===== config.mk =====
export PLATFORM = sky130hd
export DESIGN_NAME = unix_seconds_to_calendar_core
export DESIGN_NICKNAME = d
export VERILOG_FILES = /design/src/hdl/u2cal_pkg.sv /design/src/hdl/unix_seconds_to_calendar_core.sv
export SDC_FILE = /design/constraint.sdc
export NUM_CORES = 2
export LEC_CHECK = 0
export BUFFER_PORTS_ARGS = -buffer_cell sky130_fd_sc_hd__buf_2
export CAP_MARGIN = 20
export CORE_MARGIN = 5
export CORE_UTILIZATION = 44
export CTS_CLUSTER_SIZE = 25
export DETAILED_ROUTE_END_ITERATION = 6
export PLACE_DENSITY = 0.61
export SLEW_MARGIN = 20
export SYNTH_ARGS = -nofsm -noshare
export SYNTH_HDL_FRONTEND = slang
export SYNTH_SLANG_ARGS = --single-unit

===== constraint.sdc =====
create_clock -name clock -period 6.63 [get_ports clock]
set_input_delay 1.326 -clock clock [delete_from_list [all_inputs] [get_ports clock]]
set_output_delay 1.326 -clock clock [all_outputs]
set_load 0.01 [all_outputs]

===== src/hdl/u2cal_pkg.sv =====
// Shared constants and the month-start table for the seconds-to-calendar pipeline.
package u2cal_pkg;

   // Input window that gives a year of 2000..2099 (2000-01-01 to 2100-01-01).
   localparam logic [39:0] SEC_LO = 40'd946684800;
   localparam logic [39:0] SEC_HI = 40'd4102444800;

   // Days since the epoch: (secs >> 7) / 675, since 86400 = 128 * 675.
   localparam int unsigned DAY_DIV      = 675;
   localparam logic [22:0] DAY_RECIP    = 23'd6362914;  // floor(2^32 / 675)

   // Day count of 1996-03-01, start of a four-year cycle with its leap day last.
   localparam logic [15:0] CYCLE_BASE   = 16'd9556;
   localparam logic [10:0] CYCLE_DAYS   = 11'd1461;
   localparam logic [19:0] CYCLE_RECIP  = 20'd734937;  // ceil(2^30 / 1461)
   localparam logic [10:0] YEAR_DAYS    = 11'd365;

   localparam logic [16:0] WEEK_RECIP   = 17'd74899;   // ceil(2^19 / 7)
   localparam logic [17:0] SIXTY_RECIP  = 18'd139811;  // ceil(2^23 / 60)
   localparam logic [12:0] MONTH_RECIP  = 13'd6854;    // ceil(2^20 / 153)

   localparam logic [6:0]  YEAR_OFFSET  = 7'd96;       // 1996 - 1900

   // First day of each March-based month within the year: (153 * mp + 2) / 5.
   function automatic logic [8:0] month_start(input logic [3:0] mp);
      logic [8:0] s;
      case (mp)
         4'd0:    s = 9'd0;
         4'd1:    s = 9'd31;
         4'd2:    s = 9'd61;
         4'd3:    s = 9'd92;
         4'd4:    s = 9'd122;
         4'd5:    s = 9'd153;
         4'd6:    s = 9'd184;
         4'd7:    s = 9'd214;
         4'd8:    s = 9'd245;
         4'd9:    s = 9'd275;
         4'd10:   s = 9'd306;
         4'd11:   s = 9'd337;
         default: s = 9'd0;
      endcase
      return s;
   endfunction

endpackage


===== src/hdl/unix_seconds_to_calendar_core.sv =====
// Top level: eight-stage pipeline from Unix seconds to UTC calendar fields.
// Throughput: one transaction per cycle; each stage holds when its successor is full and
// stalled, so bubbles are squeezed out and a stall loses nothing.
// The stage depth is set by the reciprocal multiplies for /675, /1461, /60, /7 and /153.
// Reset (synchronous, active high) clears the stage valid bits only.
module unix_seconds_to_calendar_core (
   input  logic        clock,
   input  logic        reset,
   input  logic        req_tvalid,
   output logic        req_tready,
   input  logic [39:0] req_tdata,   // [39:0] unix_seconds (signed)
   output logic        rsp_tvalid,
   input  logic        rsp_tready,
   output logic [39:0] rsp_tdata,   // [7:0] year_since_1900, [11:8] month_index,
                                    // [16:12] day_of_month, [21:17] hour_of_day,
                                    // [27:22] minute_of_hour, [33:28] second_of_minute,
                                    // [36:34] day_of_week, [39:37] zero
   output logic        rsp_tuser    // [0] valid_res
);

   localparam int unsigned NSTG = 8;

   // Stage valid bits and per-stage load enables. A stage loads when it is empty
   // or when the stage after it is moving on.
   logic [NSTG-1:0] vld_ff, vld_in, en;

   always_comb begin
      en[NSTG-1] = !vld_ff[NSTG-1] || rsp_tready;
      for (int i = NSTG - 2; i >= 0; i--) begin
         en[i] = !vld_ff[i] || en[i+1];
      end
      vld_in[0] = en[0] ? req_tvalid : vld_ff[0];
      for (int i = 1; i < NSTG; i++) begin
         vld_in[i] = en[i] ? vld_ff[i-1] : vld_ff[i];
      end
   end

   always_ff @(posedge clock) begin
      if (reset) begin
         vld_ff <= '0;
      end else begin
         vld_ff <= vld_in;
      end
   end

   assign req_tready = en[0];
   assign rsp_tvalid = vld_ff[NSTG-1];

   // ---------------------------------------------------------------------------
   // Stage 1: range check and first reciprocal multiply for the day number.
   // Only inputs below 2^32 can be in range, so the divide works on 32 bits.
   // ---------------------------------------------------------------------------
   logic        ok1_ff, ok1_in;
   logic [24:0] x1_ff;
   logic [6:0]  lo1_ff;
   logic [15:0] qe1_ff, qe1_in;
   logic [47:0] prod1;

   always_comb begin
      ok1_in = !req_tdata[39] && (req_tdata >= u2cal_pkg::SEC_LO)
               && (req_tdata < u2cal_pkg::SEC_HI);
      prod1  = {23'd0, req_tdata[31:7]} * {25'd0, u2cal_pkg::DAY_RECIP};
      qe1_in = prod1[47:32];
   end

   always_ff @(posedge clock) begin
      if (en[0]) begin
         ok1_ff <= ok1_in;
         x1_ff  <= req_tdata[31:7];
         lo1_ff <= req_tdata[6:0];
         qe1_ff <= qe1_in;
      end
   end

   // ---------------------------------------------------------------------------
   // Stage 2: remainder of the estimate; it can be one divisor too large.
   // ---------------------------------------------------------------------------
   logic        ok2_ff;
   logic [6:0]  lo2_ff;
   logic [15:0] qe2_ff;
   logic [10:0] r2_ff, r2_in;

   assign r2_in = 11'(x1_ff - 25'(qe1_ff) * 25'(u2cal_pkg::DAY_DIV));

   always_ff @(posedge clock) begin
      if (en[1]) begin
         ok2_ff <= ok1_ff;
         lo2_ff <= lo1_ff;
         qe2_ff <= qe1_ff;
         r2_ff  <= r2_in;
      end
   end

   // ---------------------------------------------------------------------------
   // Stage 3: correct the quotient, form second of day, cycle offset, weekday base.
   // ---------------------------------------------------------------------------
   logic        ok3_ff;
   logic [16:0] sod3_ff, sod3_in;
   logic [15:0] u3_ff, u3_in;
   logic [15:0] d43_ff, d43_in;
   logic        fix3;
   logic [15:0] days3;
   logic [9:0]  rd3;

   always_comb begin
      fix3   = (r2_ff >= 11'(u2cal_pkg::DAY_DIV));
      days3  = qe2_ff + 16'(fix3);
      rd3    = fix3 ? 10'(r2_ff - 11'(u2cal_pkg::DAY_DIV)) : r2_ff[9:0];
      sod3_in = {rd3, lo2_ff};
      u3_in  = days3 - u2cal_pkg::CYCLE_BASE;
      d43_in = days3 + 16'd4;   // the epoch day was a Thursday
   end

   always_ff @(posedge clock) begin
      if (en[2]) begin
         ok3_ff  <= ok2_ff;
         sod3_ff <= sod3_in;
         u3_ff   <= u3_in;
         d43_ff  <= d43_in;
      end
   end

   // ---------------------------------------------------------------------------
   // Stage 4: reciprocal multiplies for cycle number, weeks and total minutes.
   // ---------------------------------------------------------------------------
   logic        ok4_ff;
   logic [16:0] sod4_ff;
   logic [15:0] u4_ff, d44_ff;
   logic [4:0]  c4_ff, c4_in;
   logic [12:0] q74_ff, q74_in;
   logic [10:0] mt4_ff, mt4_in;
   logic [35:0] pc4;
   logic [32:0] pw4;
   logic [34:0] pm4;

   always_comb begin
      pc4    = {20'd0, u3_ff} * {16'd0, u2cal_pkg::CYCLE_RECIP};
      pw4    = {17'd0, d43_ff} * {16'd0, u2cal_pkg::WEEK_RECIP};
      pm4    = {18'd0, sod3_ff} * {17'd0, u2cal_pkg::SIXTY_RECIP};
      c4_in  = pc4[34:30];
      q74_in = pw4[31:19];
      mt4_in = pm4[33:23];
   end

   always_ff @(posedge clock) begin
      if (en[3]) begin
         ok4_ff  <= ok3_ff;
         sod4_ff <= sod3_ff;
         u4_ff   <= u3_ff;
         d44_ff  <= d43_ff;
         c4_ff   <= c4_in;
         q74_ff  <= q74_in;
         mt4_ff  <= mt4_in;
      end
   end

   // ---------------------------------------------------------------------------
   // Stage 5: day in cycle, weekday, second, hour.
   // ---------------------------------------------------------------------------
   logic        ok5_ff;
   logic [4:0]  c5_ff;
   logic [10:0] r5_ff, r5_in;
   logic [2:0]  wd5_ff, wd5_in;
   logic [5:0]  sec5_ff, sec5_in;
   logic [10:0] mt5_ff;
   logic [4:0]  hr5_ff, hr5_in;
   logic [28:0] ph5;

   always_comb begin
      r5_in   = 11'(u4_ff - 16'(c4_ff) * 16'(u2cal_pkg::CYCLE_DAYS));
      wd5_in  = 3'(d44_ff - 16'(q74_ff) * 16'd7);
      sec5_in = 6'(sod4_ff - 17'(mt4_ff) * 17'd60);
      ph5     = {18'd0, mt4_ff} * {11'd0, u2cal_pkg::SIXTY_RECIP};
      hr5_in  = ph5[27:23];
   end

   always_ff @(posedge clock) begin
      if (en[4]) begin
         ok5_ff  <= ok4_ff;
         c5_ff   <= c4_ff;
         r5_ff   <= r5_in;
         wd5_ff  <= wd5_in;
         sec5_ff <= sec5_in;
         mt5_ff  <= mt4_ff;
         hr5_ff  <= hr5_in;
      end
   end

   // ---------------------------------------------------------------------------
   // Stage 6: year within cycle by compare, day of March-based year, minute.
   // ---------------------------------------------------------------------------
   logic        ok6_ff;
   logic [8:0]  doy6_ff, doy6_in;
   logic [6:0]  yp6_ff, yp6_in;
   logic [2:0]  wd6_ff;
   logic [5:0]  sec6_ff, min6_ff, min6_in;
   logic [4:0]  hr6_ff;
   logic [1:0]  yc6;

   always_comb begin
      yc6 = 2'(r5_ff >= u2cal_pkg::YEAR_DAYS)
          + 2'(r5_ff >= 11'(2 * 365))
          + 2'(r5_ff >= 11'(3 * 365));
      doy6_in = 9'(r5_ff - 11'(yc6) * u2cal_pkg::YEAR_DAYS);
      yp6_in  = {c5_ff, 2'b00} + 7'(yc6);
      min6_in = 6'(mt5_ff - 11'(hr5_ff) * 11'd60);
   end

   always_ff @(posedge clock) begin
      if (en[5]) begin
         ok6_ff  <= ok5_ff;
         doy6_ff <= doy6_in;
         yp6_ff  <= yp6_in;
         wd6_ff  <= wd5_ff;
         sec6_ff <= sec5_ff;
         min6_ff <= min6_in;
         hr6_ff  <= hr5_ff;
      end
   end

   // ---------------------------------------------------------------------------
   // Stage 7: March-based month number, (5 * doy + 2) / 153.
   // ---------------------------------------------------------------------------
   logic        ok7_ff;
   logic [8:0]  doy7_ff;
   logic [6:0]  yp7_ff;
   logic [3:0]  mp7_ff, mp7_in;
   logic [2:0]  wd7_ff;
   logic [5:0]  sec7_ff, min7_ff;
   logic [4:0]  hr7_ff;
   logic [10:0] x7;
   logic [23:0] pm7;

   always_comb begin
      x7     = 11'(doy6_ff) * 11'd5 + 11'd2;
      pm7    = {13'd0, x7} * {11'd0, u2cal_pkg::MONTH_RECIP};
      mp7_in = pm7[23:20];
   end

   always_ff @(posedge clock) begin
      if (en[6]) begin
         ok7_ff  <= ok6_ff;
         doy7_ff <= doy6_ff;
         yp7_ff  <= yp6_ff;
         mp7_ff  <= mp7_in;
         wd7_ff  <= wd6_ff;
         sec7_ff <= sec6_ff;
         min7_ff <= min6_ff;
         hr7_ff  <= hr6_ff;
      end
   end

   // ---------------------------------------------------------------------------
   // Stage 8 (output register): day, month, year; zero every field when out of range.
   // January and February belong to the next calendar year.
   // ---------------------------------------------------------------------------
   logic        ok8_ff;
   logic [7:0]  yr8_ff, yr8_in;
   logic [3:0]  mo8_ff, mo8_in;
   logic [4:0]  dm8_ff, dm8_in;
   logic [4:0]  hr8_ff, hr8_in;
   logic [5:0]  min8_ff, min8_in, sec8_ff, sec8_in;
   logic [2:0]  wd8_ff, wd8_in;
   logic        late8;

   always_comb begin
      late8  = (mp7_ff >= 4'd10);
      yr8_in = 8'(u2cal_pkg::YEAR_OFFSET) + 8'(yp7_ff) + 8'(late8);
      mo8_in = late8 ? 4'(mp7_ff - 4'd10) : 4'(mp7_ff + 4'd2);
      dm8_in = 5'(doy7_ff - u2cal_pkg::month_start(mp7_ff) + 9'd1);
      hr8_in  = hr7_ff;
      min8_in = min7_ff;
      sec8_in = sec7_ff;
      wd8_in  = wd7_ff;
      if (!ok7_ff) begin
         yr8_in  = '0;
         mo8_in  = '0;
         dm8_in  = '0;
         hr8_in  = '0;
         min8_in = '0;
         sec8_in = '0;
         wd8_in  = '0;
      end
   end

   always_ff @(posedge clock) begin
      if (en[7]) begin
         ok8_ff  <= ok7_ff;
         yr8_ff  <= yr8_in;
         mo8_ff  <= mo8_in;
         dm8_ff  <= dm8_in;
         hr8_ff  <= hr8_in;
         min8_ff <= min8_in;
         sec8_ff <= sec8_in;
         wd8_ff  <= wd8_in;
      end
   end

   assign rsp_tuser = ok8_ff;
   assign rsp_tdata = {3'd0, wd8_ff, sec8_ff, min8_ff, hr8_ff, dm8_ff, mo8_ff, yr8_ff};

endmodule

# Word-level counts from Yosys, hierarchy flattened
# Memories as Yosys holds them, arrays and structs flattened. A register that Yosys moved wholly into a read port is not among the register bits.
# Cells that the tools add are included.
# totals
register_bits	327
mem_bits_ro	144
inputBits	44
out_inout_bits	43
word_cells	120
mem_count	1
# classes
add_sub_neg	20
n_mul	13
n_lt_le_gt_ge	7
muxes	3
reduce_logical	19
# memory_table
memory	depth	word_bits	rd	rd_clocked_by_memory_dff	write_ports	line	text
(no name shown)	16	9	1	1	0	u2cal_pkg.sv:27	case (mp)
# op_table
op	n
$mul A25 B22 Y47 const B	1
$ge A40 B30 Y1 const B	1
$lt A40 B32 Y1 const B	1
$mul A16 B20 Y35 const B	1
$mul A17 B18 Y34 const B	1
$mul A16 B17 Y32 const B	1
$mul A11 B18 Y28 const B	1
$mul A11 B12 Y23 const B	1
$ge A11 B10 Y1 const B	2
$sub A11 B11 Y11	2
$add A16 B1 Y16	1
$add A16 B3 Y16 const B	1
$mul A16 B10 Y11 const B	1
$sub A16 B14 Y16 const B	1
$mul A13 B3 Y3 const B	1
$sub A6 B6 Y6	2
$add A11 B2 Y11 const B	1
$ge A11 B11 Y1 const B	1
$ge A11 B9 Y1 const B	1
$mul A11 B4 Y4 const B	1
$mul A5 B11 Y11 const B	1
$mul A9 B3 Y11 const B	1
$mux W10	1
$sub A10 B10 Y10 const B	1
other kinds (18)	35

# Longest topological paths before layout
# logic_depth
ltp_word	9
depth_mapped	32

# Worst setup path after synthesis
# Ideal clock, no wire load.
# synth_path
path_kind	register -> register
startpoint	register doy6_ff[1]
endpoint	register with a tool-made name
setup_ns	0.117
arrival_time_ns	6.805
path_slack_ns	-0.292
stages_incl_launch_ff	30
synth_period_minus_slack_ns	6.922
path_cell_list	edfxtp_1 -> ha_1 -> ha_1 -> o211a_1 -> o21ai_0 -> a21oi_1 -> o21a_1 -> o21ai_0 -> nand2b_1 -> a21oi_1 -> o21bai_1 -> xor2_1 -> ha_1 -> inv_1 -> fa_1 -> fa_1 -> fa_1 -> fa_1 -> inv_1 -> ha_1 -> and4_2 -> o311ai_1 -> o211a_1 -> o2111ai_1 -> xor2_1 -> mux2i_1 -> ha_1 -> inv_1 -> mux2i_1 -> a22o_1
# synth_lines
item	line	text
from (decl)	unix_seconds_to_calendar_core.sv:193	logic [8:0] doy6_ff, doy6_in;
from (signal assigned)	unix_seconds_to_calendar_core.sv:212	doy6_ff <= doy6_in;

# Worst setup path in the final report
# layout_path
startpoint	register doy6_ff[1]
endpoint	register mp7_ff[0] (data pin)
# layout_via
elab_chain_len	3
# layout_lines
item	line	text
$mul A9 B3 Y11	unix_seconds_to_calendar_core.sv:235	x7 = 11'(doy6_ff) * 11'd5 + 11'd2;
$add A11 B2 Y11	unix_seconds_to_calendar_core.sv:235	
$mul A11 B12 Y23	unix_seconds_to_calendar_core.sv:236	pm7 = {13'd0, x7} * {11'd0, u2cal_pkg::MONTH_RECIP};
via pm7[20]	unix_seconds_to_calendar_core.sv:232	logic [23:0] pm7;
to (signal assigned)	unix_seconds_to_calendar_core.sv:245	mp7_ff <= mp7_in;
to (decl)	unix_seconds_to_calendar_core.sv:227	logic [3:0] mp7_ff, mp7_in;
# The timed path passes the listed nets, and every way through them passes these cells.
# A chain may end at the register's enable or synchronous reset.

==> impl_metrics.py <==
metrics = {
    "status": {
        "status": "finished with violations",
        "violations": "negative setup slack",
    },
    "floorplan": {
        "die_w_um": 298,
        "core-area_mm2": 0.0822,
        "die_height_um": 298,
        "pin_count": 87,
        "dieArea_mm2": 0.0889,
        "start_util_pct": 44.4,
        "rows": 105,
    },
    "cts": {
        "cts_buffers": 38,
        "cts_num_sinks": 316,
        "htree_levels": 2,
        "holdBufCountCts": 0,
        "insertion_delay_ns": 0.56,
        "cts-root-buf": "clkbuf_16",
        "clk_path_buf_depth": 3,
        "cts_tree": "yes",
        "clk_pin_slew_worst_paths_ns": 0.06,
    },
    "sta": {
        "worst_slack_ns": -0.0916,
        "fin_hold_ws_ns": 0.385,
        "fin_crit_ns": 6.72,
        "rsz0062_at_grt": "yes",
        "slew_violations": 0,
        "worst_pin_slew_ns": 0.969,
        "finalClockSkew_ns": 0.0328,
        "max_slew_margin_pct": 35.4,
        "fmax_mhz": 149,
        "finalSetupViolations": 6,
        "hold_violations": 0,
        "post-route-period-util_pct": 101,
    },
    "worst_setup_path": {
        "crit_required_ns": 6.96,
        "crit_type": "reg -> reg",
        "cp-end-kind": "flop",
        "worst-path-buf-inv": 11,
        "max_stage_delay_ns": 0.57,
        "cp.arrival_ns": 7.05,
        "cpMaxStageDelayCell": "fa_1",
        "path_max_fanout": 3,
        "cpMostUsedCell": "buf_4",
        "crit_family": "adder cells",
        "startpoint_type": "flop",
    },
    "place": {
        "gp_congestion": 0.875,
        "dp_hpwl_um": 60100,
        "io_buffer_count": 83,
        "dp.cells": 4497,
    },
    "synthesis": {
        "syn-instance-count": 3184,
        "yosysUniqueCellTypes": 80,
        "ys_seq_elements": 316,
        "synth-async-reset-ratio_pct": 0,
        "yosysSeqAreaShare_pct": 25.6,
        "postSynthAreaPerCell_um2": 11.5,
        "synth_edf_count": 303,
        "syn_area_mm2": 0.0365,
        "synth_ff_type": "edfxtp_1",
        "ys_warn_count": 0,
    },
    "global_route": {
        "grt_pass1_vias": 22800,
        "grt_max_degree": 39,
        "grt_pass1_wl_um": 116000,
        "antenna_found_initial": 1,
        "grt_usage_pct": 15.9,
        "grt_overflow": 0,
    },
    "route": {
        "num_vias": 21800,
        "drt_wl_total_um": 68900,
        "drt_iter0_markers": 703,
        "wl_per_cell_um": 15.0,
        "ant_nets": 0,
        "dr.pass1.iters": 5,
        "drc_errors": 0,
        "viasPerCell": 4.75,
    },
    "finish": {
        "antenna_cells": 0,
        "fin_nets": 4790,
        "utilization_pct": 50.1,
        "stdcell_count": 4580,
        "drive_above_1_share_pct": 11.4,
        "nFillCells": 7407,
        "syn_to_final_growth_pct": 12.9,
    },
    "worst_hold_path": {
        "hp-class": "reg -> reg",
    },
    "run": {
        "cap_violations": 0,
    },
}
-- final timing paths --
kind	startpoint	endpoint	slack (ns)	cells after the start
max	doy6_ff[1]$_DFFE_PP_	mp7_ff[0]$_DFFE_PN_	-0.09	33
min	ok4_ff$_DFFE_PP_	ok5_ff$_DFFE_PP_	0.39	0
max reg2reg	doy6_ff[1]$_DFFE_PP_	mp7_ff[0]$_DFFE_PN_	-0.09	33
min reg2reg	ok4_ff$_DFFE_PP_	ok5_ff$_DFFE_PP_	0.39	0
-- cells in the mapped netlist, types with 5 or more instances --
| library cell | n | share of area, % |
|---|---|---|
| a211oi_1 | 9 | 0.18 |
| a21o_1 | 32 | 0.66 |
| a21oi_1 | 89 | 1.2 |
| a31oi_1 | 9 | 0.15 |
| and2_1 | 39 | 0.67 |
| and3_1 | 14 | 0.24 |
| and4_1 | 5 | 0.12 |
| clkbuf_1 | 5 | 0.051 |
| dfxtp_1 | 13 | 0.71 |
| edfxtp_1 | 303 | 25 |
| fa_1 | 409 | 22 |
| ha_1 | 855 | 29 |
| inv_1 | 801 | 8.2 |
| nand2_1 | 67 | 0.69 |
| nand2b_1 | 13 | 0.22 |
| nand3_1 | 26 | 0.36 |
| nand4_1 | 16 | 0.27 |
| nor2_1 | 58 | 0.60 |
| nor2b_1 | 19 | 0.33 |
| nor3_1 | 21 | 0.29 |
| nor4_1 | 5 | 0.086 |
| o211a_1 | 5 | 0.14 |
| o211ai_1 | 5 | 0.10 |
| o21a_1 | 12 | 0.25 |
| o21ai_0 | 54 | 0.74 |
| o21bai_1 | 13 | 0.27 |
| or2_2 | 8 | 0.14 |
| xnor2_1 | 130 | 3.1 |
| xor2_1 | 59 | 1.4 |
-- per-layer routing --
layer | global-route usage (%) | vias up | wire length (µm)
met5 | 0 | - | 0
met4 | 2.70 | 0 | 1040
met3 | 1.89 | 62 | 1910
met2 | 27.0 | 222 | 33000
met1 | 22.3 | 10400 | 33000
li1 | - | 11100 | -
-- repair_timing --
item                                    in CTS  in global routing
buffers inserted                            15                  4
hold endpoints to repair                     0                  0
gates resized for setup                     30                 28
pin swaps                                   43                 24
endpoints found under the setup margin       5                 18
cloned                                       0                  0
-- layout make-up --
class	count	area, µm²	share of cell area, %
multi-input combinational	2056	24400	59.2
timing repair buffer	267	1850	4.49
sequential	316	9360	22.7
inverter	803	3010	7.31
clock inverter	26	293	0.710
clock buffer	42	966	2.34
tap	1070	1340	3.25
-- cell families (layout without fill, tap and decap cells) --
logic type               count (synthesis)  count (layout)  synth area share, %
buffers and inverters                  814            1138                 8.41
flip-flops                             316             316                 25.6
AO/OA/AOI/OAI                          282             282                 5.02
AND/OR/NAND/NOR                        310             310                 4.42
adder cells (fa/ha/maj)               1264            1264                 51.7
other                                    1               3               0.0103
multiplexers                             8               8                0.277
XOR/XNOR                               189             189                 4.53
-- sequential cells by signal, indices dropped and copies added, names as in the netlist, 7 cells and up, named ones only --
name,flops
d43_ff,13
doy6_ff,9
lo1_ff,7
lo2_ff,7
mt4_ff,11
qe1_ff,16
qe2_ff,16
r2_ff,11
r5_ff,11
sod3_ff,17
u3_ff,16
u4_ff,11
vld_ff,8
x1_ff,11
yp6_ff,7
yp7_ff,7
yr8_ff,8
-- per-stage QoR --
step	setup TNS [ns]	area (µm²)	setup WS, ns
2_1_floorplan	0	36600	0.00350
3_3_place_gp	-4.80	39600	-0.463
3_5_place_dp	-5.60	39600	-0.508
4_1_cts	-0.742	41100	-0.160
5_1_grt	-2.37	41200	-0.427
6_report	-0.307	41200	-0.0916
-- placed cells by master, fill, tap and decap left out, types with 16 or more instances in the layout --
| master | count |
|---|---|
| ha_1 | 845 |
| buf_4 | 177 |
| a21oi_1 | 82 |
| nand3_1 | 22 |
| nand4_1 | 16 |
| xor2_1 | 58 |
| inv_1 | 793 |
| edfxtp_1 | 303 |
| nand2_1 | 66 |
| buf_2 | 83 |
| nor2_1 | 56 |
| clkbuf_16 | 38 |
| nor3_1 | 21 |
| nor2b_1 | 19 |
| fa_1 | 407 |
| xnor2_1 | 127 |
| a21o_1 | 32 |
| and2_1 | 39 |
| o21ai_0 | 50 |
-- worst reg2reg max path, delay by kind of cell, from the launching register on --
| kind | cells | cell delay, ns |
|---|---|---|
| adder cells (fa/ha/maj) | 8 | 2.96 |
| buffers and inverters | 11 | 1.07 |
| XOR/XNOR | 1 | 0.18 |
| AO/OA/AOI/OAI | 10 | 1.45 |
| flip-flops | 1 | 0.45 |
| AND/OR/NAND/NOR | 3 | 0.40 |
Power is left out: the tool's default activity adds up to more than one toggle a clock period on the data nets, which glitch-free logic cannot reach.
